===== src/rtl/ptc_pkg.sv =====
// ---------------------------------------------------------------------------
// ptc_pkg
// Types and constants shared by the compensation core modules.
// ---------------------------------------------------------------------------
package ptc_pkg;

    localparam int CFG_IDX_W       = 3;
    localparam int CFG_DATA_W      = 32;
    localparam int QUEUE_DEPTH     = 4;
    localparam int QUEUE_PTR_W     = 2;
    localparam int TEMP_BASE       = 250;
    localparam int OFFSET_TC_BIAS  = 1024;
    localparam int PRESS_RAW_BIAS  = 7168;
    localparam int CORR_SHIFT      = 14;
    localparam int SLOPE_SHIFT     = 16;
    localparam int OFFSET_SHIFT    = 14;
    localparam int SENS_SHIFT      = 10;
    localparam int PRESS_SHIFT     = 14;
    localparam int OUT_SHIFT       = 5;
    localparam int MAX_SHIFT       = 31;
    // divide by ten: (n * 52429) >> 19 is exact for 16-bit n
    localparam int DIV10_MUL       = 52429;
    localparam int DIV10_SHIFT     = 19;
    localparam int ADJ_Q_W         = 13;

    typedef enum logic [CFG_IDX_W-1:0] {
        REG_SENS_BASE         = 3'd0,
        REG_OFFSET_BASE       = 3'd1,
        REG_SENS_TEMP_COEFF   = 3'd2,
        REG_OFFSET_TEMP_COEFF = 3'd3,
        REG_REF_TEMP_COUNT    = 3'd4,
        REG_TEMP_SLOPE        = 3'd5,
        REG_PRESSURE_ADJUST   = 3'd6,
        REG_CURVE_COEFFS      = 3'd7
    } cfg_idx_t;

    // calibration set as seen by the datapath
    typedef struct packed {
        logic [15:0]        sens_base;
        logic [15:0]        offset_base;
        logic [15:0]        sens_temp_coeff;
        logic [15:0]        offset_temp_coeff;
        logic [15:0]        ref_temp_count;
        logic [15:0]        temp_slope;
        logic [ADJ_Q_W-1:0] adj_div10;
        logic [7:0]         coef_a;
        logic [7:0]         coef_b;
        logic [7:0]         coef_c;
        logic [7:0]         coef_d;
    } cfg_t;

    // classified sample held in the queue
    typedef struct packed {
        logic [16:0] x;      // temp_raw - ref_temp_count, two's complement
        logic [7:0]  z;      // selected curve coefficient
        logic [15:0] d1;     // raw pressure count
    } item_t;

    typedef struct packed {
        logic full;
        logic empty;
    } queue_stat_t;

endpackage


===== src/rtl/ptc_front.sv =====
// ---------------------------------------------------------------------------
// ptc_front
// Accepts raw sample pairs, forms the temperature difference and picks the
// second-order coefficient, then pushes the result into the queue.
// ---------------------------------------------------------------------------
module ptc_front (
    input  logic                 s_valid,
    output logic                 s_ready,
    input  logic [15:0]          s_pressure_raw,
    input  logic [15:0]          s_temp_raw,
    input  ptc_pkg::cfg_t        cfg,
    input  ptc_pkg::queue_stat_t q_stat,
    output logic                 push,
    output ptc_pkg::item_t       push_item
);
    import ptc_pkg::*;

    logic [16:0] diff;

    assign diff    = {1'b0, s_temp_raw} - {1'b0, cfg.ref_temp_count};
    assign s_ready = !q_stat.full;
    assign push    = s_valid && !q_stat.full;

    always_comb begin
        push_item.x  = diff;
        // negative difference means below the reference count
        push_item.z  = diff[16] ? cfg.coef_b : cfg.coef_a;
        push_item.d1 = s_pressure_raw;
    end

endmodule


===== config.mk =====
export PLATFORM = sky130hd
export DESIGN_NAME = ptc_front
export DESIGN_NICKNAME = d
export VERILOG_FILES = /design/src/rtl/ptc_pkg.sv /design/src/rtl/ptc_front.sv
export SDC_FILE = /design/constraint.sdc
export NUM_CORES = 1
export LEC_CHECK = 0
export ABC_AREA = 1
export BUFFER_PORTS_ARGS = -buffer_cell sky130_fd_sc_hd__buf_2
export CORE_AREA = 2 2 85 87
export DETAILED_ROUTE_END_ITERATION = 7
export DIE_AREA = 0 0 87 89
export PLACE_DENSITY = 0.66
export REMOVE_ABC_BUFFERS = 1
export SLEW_MARGIN = 20
export SYNTH_ARGS = -nofsm -noshare
export SYNTH_HDL_FRONTEND = slang
export SYNTH_SLANG_ARGS = --single-unit
export TNS_END_PERCENT = 30

===== constraint.sdc =====
create_clock -name vclk -period 1.6
set_clock_uncertainty 0.2 [all_clocks]
set_input_delay 0.08 -clock vclk [all_inputs]
set_output_delay 0.08 -clock vclk [all_outputs]
set_load 0.02 [all_outputs]

# After elaboration in Yosys (flattened, before gate mapping)
# Cells that the tools add are included.
# W data, S select, Z words.
# totals
ff_bits,0
input_bits,176
output_inout_bits,43
word_cells,4
# op_classes
n_addsub,1
mux,1
n_reduce_logical,2
# ops
op,count
$sub A16 B16 Y17,1
$mux W8,1
$logic_and A1 B1 Y1,1
$logic_not A1 Y1,1

# Longest topological paths before layout
# depth
word_depth,2
depth_mapped,12
depth_no_buf,12

# Worst setup path before layout
# OpenSTA, ideal clock, no wires.
# synth_timing
path_kind,input -> output
start,in s_temp_raw[0]
end,out push_item[16] in the netlist's numbering
arrival_ns,1.451
required_time_ns,1.320
slack_ns,-0.131
stages,12
path_buffers,0
cell_sequence,inv_1 -> ha_1 -> fa_1 -> inv_1 -> nand2_1 -> nand2_1 -> nand3_1 -> nand2_2 -> nand2_4 -> nand2_4 -> nand2_1 -> nand2_1
# synth_lines
element,line_no,source
start: declaration,ptc_front.sv:10,"input logic [15:0] s_temp_raw,"
end: declaration,ptc_front.sv:14,output ptc_pkg::item_t push_item

==> results.toml <==
[run_status]
status = "finished, violations left"
violations = "negative setup slack"

[setup_path]
critPathRequiredTime_ns = 1.32
worst_setup_path_end_kind = "output pin"
critPathLaunchType = "input pin"
crit_type = "in2out"
cp.arrival_ns = 1.53
worst-path-max-fanout = 5

[floorplanning]
io_pins = 219
die_w_um = 87
num_rows = 30
dieArea_mm2 = 0.00774
fp.coreArea_mm2 = 0.00672
die_h_um = 89
start_util = 0.198

[drt]
routed_wl_um = 5030
vias_per_cell = 4.09
ant_nets = 0
drtIter0Drc = 57
dr.pass1.iters = 4
drc = 0
route.vias.total = 1804
wl_per_cell_um = 11.4

[pwr]
power-per-cell-area_mw_per_mm2 = 465
p_leak_nw = 1.46
total_power_mw = 1.09
worst_ir_drop_vdd_mv = 0.187

[cells_and_area]
instances_no_fill = 441
syn_to_final_growth_pct = 77.5
drive_gt1_frac = 0.427
seq_cells = 0
diodes = 0
seq_area_um2 = 0
num-nets-final = 556
nClkBuffers = 0

[synthesis]
yosysUniqueCellTypes = 19
synth_most_common_cell = "nand2_1"
synth_area_leaders = "nand2_1, inv_1, ha_1"
synthesis.area_mm2 = 0.00133
synth_top_area_cell = "nand2_1"
avgSynthCellArea_um2 = 5.13
seq_area_frac_synth = 0
yosys_warnings = 0
synth_common_cells = "nand2_1, inv_1, nand3_1"
synth_top_area_share = 0.280
netlist_instances = 259

[sta]
slew_headroom = 0.835
rsz0062_at_grt = "true"
period_share = 1.13
holdWs_ns = 0.254
finalHoldViolCount = 0
drv_slew = 0
fmax_mhz = 551
worst_pin_slew_ns = 0.246
layout_setup_ws_ns = -0.213
setup_viol = 18
fin_setup_tns_ns = -2.49
min_period_ns = 1.81

[global_routing]
grt_pass1_vias = 1674
grt_pass1_wl_um = 7490
overflow = 0
antenna_found_initial = 0
grt_start_max_net_pins = 11
grt_usage = 0.119

[placed_design]
hpwlAfterDp_um = 4120
port_buffers = 77
place_inst = 421
dp_slack_ns = -0.403
gp_congestion = 0.853

[hold_path]
hold_class = "in2out"

[job]
maxCapViolCount = 0
-- cells by family after synthesis --
group	share of synthesized area
buffers and inverters	0.280
AOI/OAI and AO/OA	0.0462
and+or+nand+nor	0.462
xor gates and xnor gates	0.0462
adders and majority gates	0.166
-- final cells by class --
class	instances	area [um2]
Multi-Input combinational cell	178	1170
Fill cell	717	4360
Inverter	67	254
Tap cell	80	100
Timing Repair Buffer	116	830
-- routing by layer --
layer / part of all wire / global-route usage
met3: 0.065 / 0.00739
met2: 0.48 / 0.203
met4: 0 / 0
met1: 0.45 / 0.174
met5: 0 / 0
-- per-stage QoR --
step / utilization / instance area [um2]
final: 0.351 / 2360
after CTS: 0.326 / 2190
after floorplan: - / 1210
after global routing: 0.351 / 2360
after detailed placement: 0.275 / 1850
after global placement: 0.275 / 1850
-- worst max-delay path: stages --
cell and delay, ns:
buf_6 0.07, inv_4 0.03, ha_4 0.15, fa_2 0.34, inv_2 0.06, nand2_2 0.05
nand2_2 0.08, nand3_2 0.10, nand2_4 0.12, nand2_4 0.09, nand2_4 0.12, nand2_2 0.05
nand2_2 0.07, buf_6 0.12
-- report_power, final --
group | internal [mW] | switching [mW]
clock network | 0 | 0
logic | 0.491 | 0.603
registers | 0 | 0
-- repair_timing --
item	CTS	global route
buffers inserted	0	2
cloned	2	0
hold buffers	16	0
hold endpoints to repair	16	0
pin swaps	8	14
setup endpoints to repair	21	21
gates resized for setup	46	28
-- cell usage in the layout, fill, tap and decap left out, drive strengths merged --
master / netlist / routed
a21oi: 10 / 10
buf: 16 / 100
dlygate4sd3: 0 / 16
fa: 1 / 1
ha: 16 / 16
inv: 67 / 67
nand2: 108 / 110
nand3: 19 / 19
nor2: 9 / 9
nor3: 4 / 4
or2: 2 / 2
xnor2: 3 / 3
xor2: 4 / 4
-- final timing paths --
kind | to | depth (start not counted) | start
worst max-delay path | push_item[22] | 14 | s_temp_raw[0]
worst min-delay path | push_item[21] | 4 | cfg[29]
No activity file was read; power rests on OpenSTA's default activity.
