### config.mk
export PLATFORM = sky130hd
export DESIGN_NAME = ptc_queue
export DESIGN_NICKNAME = d
export VERILOG_FILES = /design/src/rtl/ptc_pkg.sv /design/src/rtl/ptc_queue.sv
export SDC_FILE = /design/constraint.sdc
export NUM_CORES = 1
export LEC_CHECK = 0
export ABC_AREA = 0
export BUFFER_PORTS_ARGS = -buffer_cell sky130_fd_sc_hd__buf_2
export CAP_MARGIN = 5
export CORE_MARGIN = 3
export CORE_UTILIZATION = 28
export DETAILED_ROUTE_END_ITERATION = 8
export HOLD_SLACK_MARGIN = 0.02
export SYNTH_ARGS = -nofsm -noshare
export SYNTH_HDL_FRONTEND = slang
export SYNTH_SLANG_ARGS = --single-unit
### constraint.sdc
create_clock -name aclk -period 5.85 [get_ports aclk]
set_input_delay 0.8775 -clock aclk [delete_from_list [all_inputs] [get_ports aclk]]
set_output_delay 0.8775 -clock aclk [all_outputs]
set_load 0.01 [all_outputs]
### src/rtl/ptc_pkg.sv
// ---------------------------------------------------------------------------
// ptc_pkg
// Types and constants shared by the compensation core modules.
// ---------------------------------------------------------------------------
package ptc_pkg;

    localparam int CFG_IDX_W       = 3;
    localparam int CFG_DATA_W      = 32;
    localparam int QUEUE_DEPTH     = 4;
    localparam int QUEUE_PTR_W     = 2;
    localparam int TEMP_BASE       = 250;
    localparam int OFFSET_TC_BIAS  = 1024;
    localparam int PRESS_RAW_BIAS  = 7168;
    localparam int CORR_SHIFT      = 14;
    localparam int SLOPE_SHIFT     = 16;
    localparam int OFFSET_SHIFT    = 14;
    localparam int SENS_SHIFT      = 10;
    localparam int PRESS_SHIFT     = 14;
    localparam int OUT_SHIFT       = 5;
    localparam int MAX_SHIFT       = 31;
    // divide by ten: (n * 52429) >> 19 is exact for 16-bit n
    localparam int DIV10_MUL       = 52429;
    localparam int DIV10_SHIFT     = 19;
    localparam int ADJ_Q_W         = 13;

    typedef enum logic [CFG_IDX_W-1:0] {
        REG_SENS_BASE         = 3'd0,
        REG_OFFSET_BASE       = 3'd1,
        REG_SENS_TEMP_COEFF   = 3'd2,
        REG_OFFSET_TEMP_COEFF = 3'd3,
        REG_REF_TEMP_COUNT    = 3'd4,
        REG_TEMP_SLOPE        = 3'd5,
        REG_PRESSURE_ADJUST   = 3'd6,
        REG_CURVE_COEFFS      = 3'd7
    } cfg_idx_t;

    // calibration set as seen by the datapath
    typedef struct packed {
        logic [15:0]        sens_base;
        logic [15:0]        offset_base;
        logic [15:0]        sens_temp_coeff;
        logic [15:0]        offset_temp_coeff;
        logic [15:0]        ref_temp_count;
        logic [15:0]        temp_slope;
        logic [ADJ_Q_W-1:0] adj_div10;
        logic [7:0]         coef_a;
        logic [7:0]         coef_b;
        logic [7:0]         coef_c;
        logic [7:0]         coef_d;
    } cfg_t;

    // classified sample held in the queue
    typedef struct packed {
        logic [16:0] x;      // temp_raw - ref_temp_count, two's complement
        logic [7:0]  z;      // selected curve coefficient
        logic [15:0] d1;     // raw pressure count
    } item_t;

    typedef struct packed {
        logic full;
        logic empty;
    } queue_stat_t;

endpackage

### src/rtl/ptc_queue.sv
// ---------------------------------------------------------------------------
// ptc_queue
// Short queue of classified samples between front and back end.
// ---------------------------------------------------------------------------
module ptc_queue (
    input  logic                 aclk,
    input  logic                 aresetn,
    input  logic                 push,
    input  ptc_pkg::item_t       push_item,
    input  logic                 pop,
    output ptc_pkg::item_t       pop_item,
    output ptc_pkg::queue_stat_t q_stat
);
    import ptc_pkg::*;

    item_t                mem_reg [QUEUE_DEPTH];
    logic [QUEUE_PTR_W-1:0] wr_ptr_reg, wr_ptr_next;
    logic [QUEUE_PTR_W-1:0] rd_ptr_reg, rd_ptr_next;
    logic [QUEUE_PTR_W:0]   count_reg, count_next;

    assign q_stat.full  = (count_reg == (QUEUE_PTR_W+1)'(QUEUE_DEPTH));
    assign q_stat.empty = (count_reg == '0);
    assign pop_item     = mem_reg[rd_ptr_reg];

    always_comb begin
        wr_ptr_next = push ? wr_ptr_reg + QUEUE_PTR_W'(1) : wr_ptr_reg;
        rd_ptr_next = pop  ? rd_ptr_reg + QUEUE_PTR_W'(1) : rd_ptr_reg;
        count_next  = count_reg;
        if (push && !pop) begin
            count_next = count_reg + (QUEUE_PTR_W+1)'(1);
        end else if (pop && !push) begin
            count_next = count_reg - (QUEUE_PTR_W+1)'(1);
        end
    end

    always_ff @(posedge aclk) begin
        if (!aresetn) begin
            wr_ptr_reg <= '0;
            rd_ptr_reg <= '0;
            count_reg  <= '0;
        end else begin
            wr_ptr_reg <= wr_ptr_next;
            rd_ptr_reg <= rd_ptr_next;
            count_reg  <= count_next;
        end
    end

    always_ff @(posedge aclk) begin
        if (push) begin
            mem_reg[wr_ptr_reg] <= push_item;
        end
    end

endmodule

Word-level counts from Yosys, hierarchy flattened
Memories as Yosys holds them, arrays and structs flattened. A register that Yosys moved wholly into a read port is not among the register bits.
Index checks and enable logic that the tools add are counted.
{ "totals": {"regBits": 7, "ram_bits": 164, "inputBits": 45, "out_inout_bits": 43, "word_cells": 21, "n_memories": 1} }
{ "classes": {"addsub": 4, "n_eq_ne": 1, "muxes": 6, "reduce_logical": 6} }
{ "memory_table": {"columns": ["memory", "words", "width", "rd", "rd_clocked_by_memory_dff", "wr", "line_no", "source"], "rows": [
  ["mem_reg", 4, 41, 1, 1, 1, "ptc_queue.sv:16", "item_t mem_reg [QUEUE_DEPTH];"]
]} }
{ "op_table": {"columns": ["cell", "n"], "rows": [
  ["$mux 3", 2],
  ["$add 2x1->2 const B", 2],
  ["$mux 2", 2],
  ["$add 3x1->3 const B", 1],
  ["$eq 3x3->1 const B", 1],
  ["$logic_not 3->1", 1],
  ["$sub 3x1->3 const B", 1],
  ["$logic_and 1x1->1", 2],
  ["$logic_not 1->1", 2],
  ["$mux 1", 2],
  ["$reduce_bool 2->1", 1]
]} }

Depth between registers and ports, before layout
Gate-level depths: netlist of run 1.
{ "logic_depth": {"ltp_word": 4, "depth_mapped": 7, "mapped_depth_nobuf": 7} }

Worst setup path before layout of run 1
OpenSTA, ideal clock, no wires.
{ "synth_timing": {"kind": "input to register", "from": "input push", "to": "memory mem_reg[0][0] (netlist name), enable pin", "setup_ns": 0.402, "t_arrival_ns": 1.871, "required_ns": 5.448, "path_slack_ns": 3.576, "cell_stages": 1, "path_cell_list": "and2_1"} }
{ "synth_via": {"elab_chain_len": 2} }
{ "synth_rtl": {"columns": ["item", "line_no", "source"], "rows": [
  ["start: declaration", "ptc_queue.sv:8", "input logic push,"],
  ["$mux 1", "ptc_queue.sv:49", "if (push) begin"],
  ["$mux 1 (implied by the code)", "ptc_queue.sv:50", "mem_reg[wr_ptr_reg] <= push_item;"],
  ["end: declaration", "ptc_queue.sv:16", null]
]} }
No other way between the ends.

==> impl_metrics.tcl, run 1 <==
set metrics [dict create \
    place_hpwl_mm 6.62 \
    gr-total-overflow 0 \
    synth_top_area_share_pct 76.8 \
    cp-end-kind "output port" \
    seq_area_frac_synth_pct 79.6 \
    cp_num_buf_inv 1 \
    finalSetupViolations 0 \
    tightest_slew_ps 1170 \
    synth_edf_count 164 \
    finalMaxSlewViolations 0 \
    crit_fanout 41 \
    cts_tree "yes" \
    nNetsFinal 409 \
    critical-path-max-stage-delay_ps 910 \
    ys_types 22 \
    ios 88 \
    worstSetupPathType "reg2out" \
    post_cts_resized 0 \
    clkTransAtPathRegs_ps 70 \
    antenna_found_initial 0 \
    grt_pass1_wl_mm 17.9 \
    synth-simple-area-share_pct 1.42 \
    cp-start-kind "flip-flop" \
    ir_worst_vdd_mv 0.153 \
    finalCritPeriodShare_pct 52.1 \
    hold_violations 0 \
    clk_latency_ps 410 \
    critical_path.top_delay_family "flip-flops" \
    cap_viol_max_count 0 \
    async_reset_ff_share_pct 0 \
    vias 2849 \
    fin_setup_tns_ps 0 \
    htreeDepth 4 \
    status "finished clean" \
    place.port_buffers 87 \
    synth_top_family_by_area "multiplexers" \
    synthMuxAreaShare_pct 14.8 \
    area_growth_pct 19.6 \
    track_usage_pct 9.69 \
    crit_arrival_ps 2170 \
    hp-class "reg2reg" \
    initial_core_util_pct 28.9 \
    wl_per_cell_um 17.6 \
    drive_above_1_share_pct 45.0 \
    cts_hold_buffers 0 \
    synth_seq_cells 173 \
    dr.pass1.iters 4 \
    synthXorXnorAreaFrac_pct 0.683 \
    die_area_um2 24800 \
    skew_ps 6.64 \
    vias_per_cell 4.38 \
    syn_area_per_cell_um2 24.9 \
    multiInputGateArea_um2 1180 \
    nFillCells 2078 \
    cts_sinks 173 \
    wl_mm 11.5 \
    largest_register_ff_count 164 \
    ff_latch_area_um2 5110 \
    synth_compound_area_share_pct 0.195 \
    initialDrtViolationCount 148 \
    syn-instance-count 258 \
    yosysWarnings 0 \
    core_area_um2 22200 \
    clock_tree.buffer_depth 2 \
    p_per_area_nw_per_um2 358 \
    synth_fa_ha_area_share_pct 1.29 \
    numCtsBuffers 17 \
    finalCriticalPeriod_ps 3050 \
    critPathRequiredTime_ps 4970 \
    synth_ff_type "edfxtp_1" \
    grt_pass1_vias 3263 \
    remaining_drc_errors 0 \
    rsz0062_at_grt "no" \
    place_congestion 0.616 \
    ys_top_cells_by_area "edfxtp_1 77%, mux4_2 14%, dfxtp_1 2.8%" \
    cp_slowest_cell "dfxtp_4" \
    relSlewSlack_pct 22.3 \
    synth_area_um2 6410 \
    die_y_um 157 \
    leakage_uw 0.00258 \
    holdWs_ps 531 \
    path_cells "mux4_1, buf_2" \
    cts_root_buf "clkbuf_16" \
    ant_nets 0 \
    synth_fp_nets 309 \
    r2r_slack_ps 4230 \
    synth_top_cell_by_area "edfxtp_1" \
    antenna_cells 0 \
    fmaxAchievable_ghz 0.328 \
    grt_max_degree 42 \
    die_w_um 157 \
    placementRows 54 \
    cts_setup_buffers 0 \
]
[stage by stage]
stage	instance area (um2)	std cells	util (%)	setup slack, ps	total power, uW
2_1_floorplan	6410	258	-	3580	1630
3_3_place_gp	7120	619	32.1	3140	1730
3_5_place_dp	7120	619	32.1	3140	1740
4_1_cts	7670	651	34.6	2680	2790
5_1_grt	7670	651	34.6	2610	2860
6_report	7670	651	34.6	2800	2740
[cells in the final DEF, fill, tap and decap left out, types with 4 or more instances in the layout]
master / synthesis / final
ha_1: 5 / 5
mux4_2: 40 / 40
inv_1: 4 / 4
and2_2: 0 / 4
dfxtp_1: 9 / 7
clkbuf_16: 0 / 17
buf_4: 0 / 4
edfxtp_1: 164 / 164
buf_2: 4 / 87
and2_1: 9 / 5
clkinv_2: 0 / 6
[final timing paths]
path | startpoint | to | cells past startpoint
max reg2reg | wr_ptr_reg[0] | mem_reg[2][36] | 4
min | count_reg[2] | count_reg[2] | 2
min reg2reg | count_reg[2] | count_reg[2] | 2
max | flip-flop | pop_item[36] | 2
[cells in the mapped netlist, types with 2 or more instances]
cell type and number:
and2_1 9, buf_12 4, buf_2 4, dfxtp_1 9, edfxtp_1 164, ha_1 5
inv_1 4, mux2i_1 2, mux4_2 40, nor2b_1 2, xnor2_1 2, xor2_1 3
[power breakdown]
part           switching, uW  leakage [uW]  internal, uW
combinational            114      0.000724           121
clock                    460      0.000276           584
sequential              43.9       0.00158          1420
total                    618       0.00258          2130
[layout make-up]
class,count,share of cell area (%)
timing repair buffer,91,6.07
clock inverter,15,1.57
tap,280,4.57
sequential,173,66.6
clock buffer,17,5.55
inverter,4,0.196
multi-input combinational,71,15.4
[worst register-to-register path, stage by stage (launching register included)]
cell and delay, ps:
dfxtp_1 340, inv_1 90, ha_1 140, and2_2 130, buf_4 530
[logic make-up after synthesis]
kind of cell,count (synthesis)
xor+xnor,5
buf+inv,14
simple gates,15
fa+ha+maj,6
mux,43
flops,173
compound gates,2
[routing by layer]
| layer | up-vias | GRT usage, % | wire, um |
|---|---|---|---|
| li1 | 1275 | - | - |
| met1 | 1516 | 11.5 | 4830 |
| met2 | 51 | 16.6 | 6010 |
| met3 | 7 | 3.22 | 525 |
| met4 | 0 | 3.35 | 120 |
| met5 | - | 0 | 0 |
Note: power is estimated with default switching activity, not from simulation.
==> inputs of run 2 (changes only) <==
==> constraint.sdc (replaced) <==
create_clock -name aclk -period 2.7 [get_ports aclk]
set_input_delay 0.405 -clock aclk [delete_from_list [all_inputs] [get_ports aclk]]
set_output_delay 0.405 -clock aclk [all_outputs]
set_load 0.01 [all_outputs]
==> run 2 against run 1 <==
  * First-iteration DRC count down 9.5%
  * Routed wire length increased by 3.0%
  * Register-to-register slack got worse by 3300 ps
  * Sequential share of layout area shrank 0.44 points
  * Utilization rose by 0.23 points
  * Sequential cell count unchanged
  * Non-clock buffer count grew 4
  * Sequential power up 120%
  * Critical path type unchanged
  * Largest power group unchanged
==> impl_metrics.tcl, run 2 (synthesized netlist as in run 1, its figures left out) <==
set metrics [dict create \
    grt_pass1_wl_mm 17.9 \
    tightest_slew_ps 593 \
    antenna_cells 0 \
    grt_pass1_vias 3117 \
    clk_latency_ps 420 \
    cp.depth 3 \
    area_growth_pct 20.4 \
    cap_viol_max_count 0 \
    cp_slowest_cell "mux4_2" \
    vias 2884 \
    ant_nets 0 \
    hp-class "in2reg" \
    antenna_found_initial 2 \
    final_cell_mix "164 x edfxtp_1, 87 x buf_2, 40 x mux4_2" \
    wl_mm 11.8 \
    relSlewSlack_pct 60.5 \
    ir_worst_vdd_mv 0.332 \
    clkTransAtPathRegs_ps 60 \
    place.port_buffers 87 \
    crit_fanout 13 \
    initialDrtViolationCount 134 \
    htreeDepth 4 \
    fin_ws_ps 347 \
    numCtsBuffers 17 \
    cp_num_buf_inv 2 \
    critical-path-max-stage-delay_ps 540 \
    worstSetupPathType "reg2out" \
    nFillCells 2072 \
    cp-start-kind "flip-flop" \
    vias_per_cell 4.42 \
    nNetsFinal 413 \
    wl_per_cell_um 18.1 \
    final_common_cell "edfxtp_1" \
    cts_hold_buffers 0 \
    gr-total-overflow 0 \
    status "finished clean" \
    clock_tree.buffer_depth 2 \
    skew_ps 14.7 \
    ios 88 \
    cts_root_buf "clkbuf_16" \
    critical_path.top_delay_family "multiplexers" \
    whs_path_depth 1 \
    initial_core_util_pct 28.9 \
    leakage_uw 0.00257 \
    remaining_drc_errors 0 \
    rsz0062_at_grt "no" \
    die_w_um 157 \
    fin_setup_tns_ps 0 \
    fmaxAchievable_ghz 0.425 \
    cts_tree "yes" \
    die_y_um 157 \
    finalCriticalPeriod_ps 2350 \
    cp-end-kind "output port" \
    hold_violations 0 \
    finalSetupViolations 0 \
    core_area_um2 22200 \
    p_per_area_nw_per_um2 755 \
    place_congestion 0.643 \
    finalCritPeriodShare_pct 87.1 \
    dr.pass1.iters 4 \
    preCtsSetupSlack_ps 732 \
    ff2ff_path_depth 4 \
    largest_register_ff_count 164 \
    cts_setup_buffers 0 \
    grt_max_degree 25 \
    cts_sinks 173 \
    dp.cells 623 \
    placementRows 54 \
    path_cells "buf_4, mux4_2, buf_2" \
    power_uw 5830 \
    finalMaxSlewViolations 0 \
    instances_no_fill 653 \
    crit_arrival_ps 1950 \
    track_usage_pct 9.90 \
    place_hpwl_mm 7.46 \
    die_area_um2 24800 \
    post_cts_resized 0 \
    drive_above_1_share_pct 44.2 \
    critPathRequiredTime_ps 2300 \
]
==> run 2: layer usage <==
metal  global-route usage (%)  up-vias  routed length [um]
li1                         -     1283                   -
met1                     12.3     1520                5070
met2                     16.1       63                5990
met3                     3.88       14                 621
met4                     2.98        4                 119
met5                        0        -                  27
==> run 2: final timing paths <==
path | slack (ps) | end | start
max | 350 | pop_item[30] | flip-flop
min | 200 | mem_reg[2][37] | push_item[37]
max reg2reg | 980 | mem_reg[0][13] | wr_ptr_reg[0]
min reg2reg | 560 | count_reg[2] | count_reg[2]
==> run 2: metrics by stage <==
step	hold WS (ps)	cell area, um2	util (%)
after floorplan	472	6410	-
after global placement	487	7220	32.6
after detailed placement	544	7220	32.6
after CTS	179	7720	34.8
after global routing	182	7720	34.8
final	204	7720	34.8
==> run 2: power by group <==
part           switching (uW)  total (uW)  internal (uW)
clock                     950        2110           1160
sequential               57.4        3140           3080
combinational             295         576            282
total                    1300        5830           4520
==> run 2: final cells by class <==
cell class,count,area (um2),area share [%]
Clock buffer,20,437,5.66
Tap cell,280,350,4.54
Sequential cell,173,5110,66.2
Timing Repair Buffer,95,558,7.23
Multi-Input combinational cell,71,1180,15.3
Clock inverter,10,67.6,0.875
Inverter,4,15.0,0.194
==> inputs of run 3 (changes only) <==
--- a/config.mk
+++ b/config.mk
@@ -10,6 +10,7 @@
 export CAP_MARGIN = 5
 export CORE_MARGIN = 3
 export CORE_UTILIZATION = 28
+export CTS_BUF_LIST = sky130_fd_sc_hd__clkbuf_8 sky130_fd_sc_hd__clkbuf_16
 export DETAILED_ROUTE_END_ITERATION = 8
 export HOLD_SLACK_MARGIN = 0.02
 export SYNTH_ARGS = -nofsm -noshare
==> run 3 against run 2 <==
  * Clock skew about the same
  * Routed wire length decreased by 0.15%
  * Utilization stayed put
  * Cell count did not move
  * Die area stayed put
  * Critical endpoint unchanged
  * Largest power group unchanged
==> impl_metrics.tcl, run 3 (synthesized netlist as in run 1, its figures left out) <==
set metrics [dict create \
    wl_per_cell_um 18.1 \
    nNetsFinal 413 \
    power_frac_seq_pct 53.9 \
    relSlewSlack_pct 60.5 \
    ios 88 \
    antenna_found_initial 2 \
    cp-end-kind "output port" \
    numCtsBuffers 17 \
    die_area_um2 24800 \
    stdcell_area_um2 7720 \
    hp-class "in2reg" \
    clkPwrFrac_pct 36.1 \
    p_sw_uw 1300 \
    final_common_cell "edfxtp_1" \
    hold_violations 0 \
    skew_ps 14.8 \
    place_hpwl_mm 7.46 \
    final_cell_mix "164 x edfxtp_1, 87 x buf_2, 40 x mux4_2" \
    finalCritPeriodShare_pct 87.1 \
    post_dp_cell_area_um2 7220 \
    initial_core_util_pct 28.9 \
    critPathRequiredTime_ps 2300 \
    placementRows 54 \
    crit_arrival_ps 1950 \
    wl_mm 11.8 \
    antenna_cells 0 \
    gr-total-overflow 0 \
    clock_tree.buffer_depth 2 \
    vias 2881 \
    cts_root_buf "clkbuf_16" \
    cp-start-kind "flip-flop" \
    vias_per_cell 4.41 \
    cts_setup_buffers 0 \
    remaining_drc_errors 0 \
    worstSetupPathType "reg2out" \
    fin_setup_tns_ps 0 \
    tightest_slew_ps 593 \
    initialDrtViolationCount 139 \
    cts_sinks 173 \
    p_per_area_nw_per_um2 753 \
    cap_viol_max_count 0 \
    die_w_um 157 \
    fmaxAchievable_ghz 0.425 \
    die_y_um 157 \
    area_growth_pct 20.4 \
    finalSetupViolations 0 \
    grt_pass1_vias 3117 \
    grt_pass1_wl_mm 17.9 \
    ff_latch_area_um2 5110 \
    cts_hold_buffers 0 \
    rsz0062_at_grt "no" \
    status "finished clean" \
    postLayoutCoreUtil_pct 34.8 \
    htreeDepth 4 \
    clk_latency_ps 420 \
    combPwrFrac_pct 9.9 \
    p_int_uw 4510 \
    finalCriticalPeriod_ps 2350 \
    nFillCells 2072 \
    largest_register_ff_count 164 \
    drive_above_1_share_pct 44.2 \
    multiInputGateArea_um2 1180 \
    clkTransAtPathRegs_ps 60 \
    place_congestion 0.643 \
    grt_max_degree 25 \
    cts_tree "yes" \
    track_usage_pct 9.90 \
    place.port_buffers 87 \
    ir_worst_vdd_mv 0.331 \
    dr.pass1.iters 4 \
    ant_nets 0 \
    post_cts_resized 0 \
    leakage_uw 0.00259 \
    crit_fanout 13 \
    core_area_um2 22200 \
    switching_share_pct 22.4 \
    finalMaxSlewViolations 0 \
]
run 3: final timing paths:
check / endpoint / slack, ps / cells past startpoint / from
worst max-delay path: pop_item[30] / 350 / 3 / flip-flop
worst min-delay path: mem_reg[2][37] / 200 / 1 / push_item[37]
worst max register to register: mem_reg[0][13] / 980 / 4 / wr_ptr_reg[0]
worst min register to register: count_reg[2] / 560 / 2 / count_reg[2]
run 3: routing by layer:
metal | vias to the layer above | share of wire [%] | routed length, um | track usage, %
met5 | - | 0.23 | 27 | 0
met4 | 4 | 1.0 | 118 | 2.98
met3 | 14 | 5.2 | 616 | 3.88
met2 | 63 | 51 | 5990 | 16.1
met1 | 1517 | 43 | 5060 | 12.3
li1 | 1283 | - | - | -
run 3: final cells by class:
cell class / count / share of cell area (%)
Tap cell: 280 / 4.54
Timing Repair Buffer: 95 / 7.23
Sequential cell: 173 / 66.2
Clock buffer: 17 / 5.51
Inverter: 4 / 0.194
Multi-Input combinational cell: 71 / 15.3
Clock inverter: 13 / 1.02
run 3: power groups by stage:
stage	registers (uW)	clock network [uW]	logic, uW
after global placement	3190	0	580
after global routing	3150	2270	632
after detailed placement	3200	0	595
final	3140	2100	576
after floorplan	3160	0	377
after CTS	3140	2170	597
run 3: through the flow:
| stage | hold slack (ps) | worst slack (ps) | total power, uW | cells |
|---|---|---|---|---|
| after floorplan | 472 | 766 | 3540 | 258 |
| after global placement | 487 | 751 | 3770 | 623 |
| after detailed placement | 544 | 732 | 3790 | 623 |
| after CTS | 179 | 264 | 5910 | 653 |
| after global routing | 182 | 217 | 6050 | 653 |
| final | 204 | 348 | 5810 | 653 |
run 3: critical path, stage by stage (launching register included):
cell	delay, ps
dfxtp_4	530
buf_4	300
mux4_2	540
buf_2	160
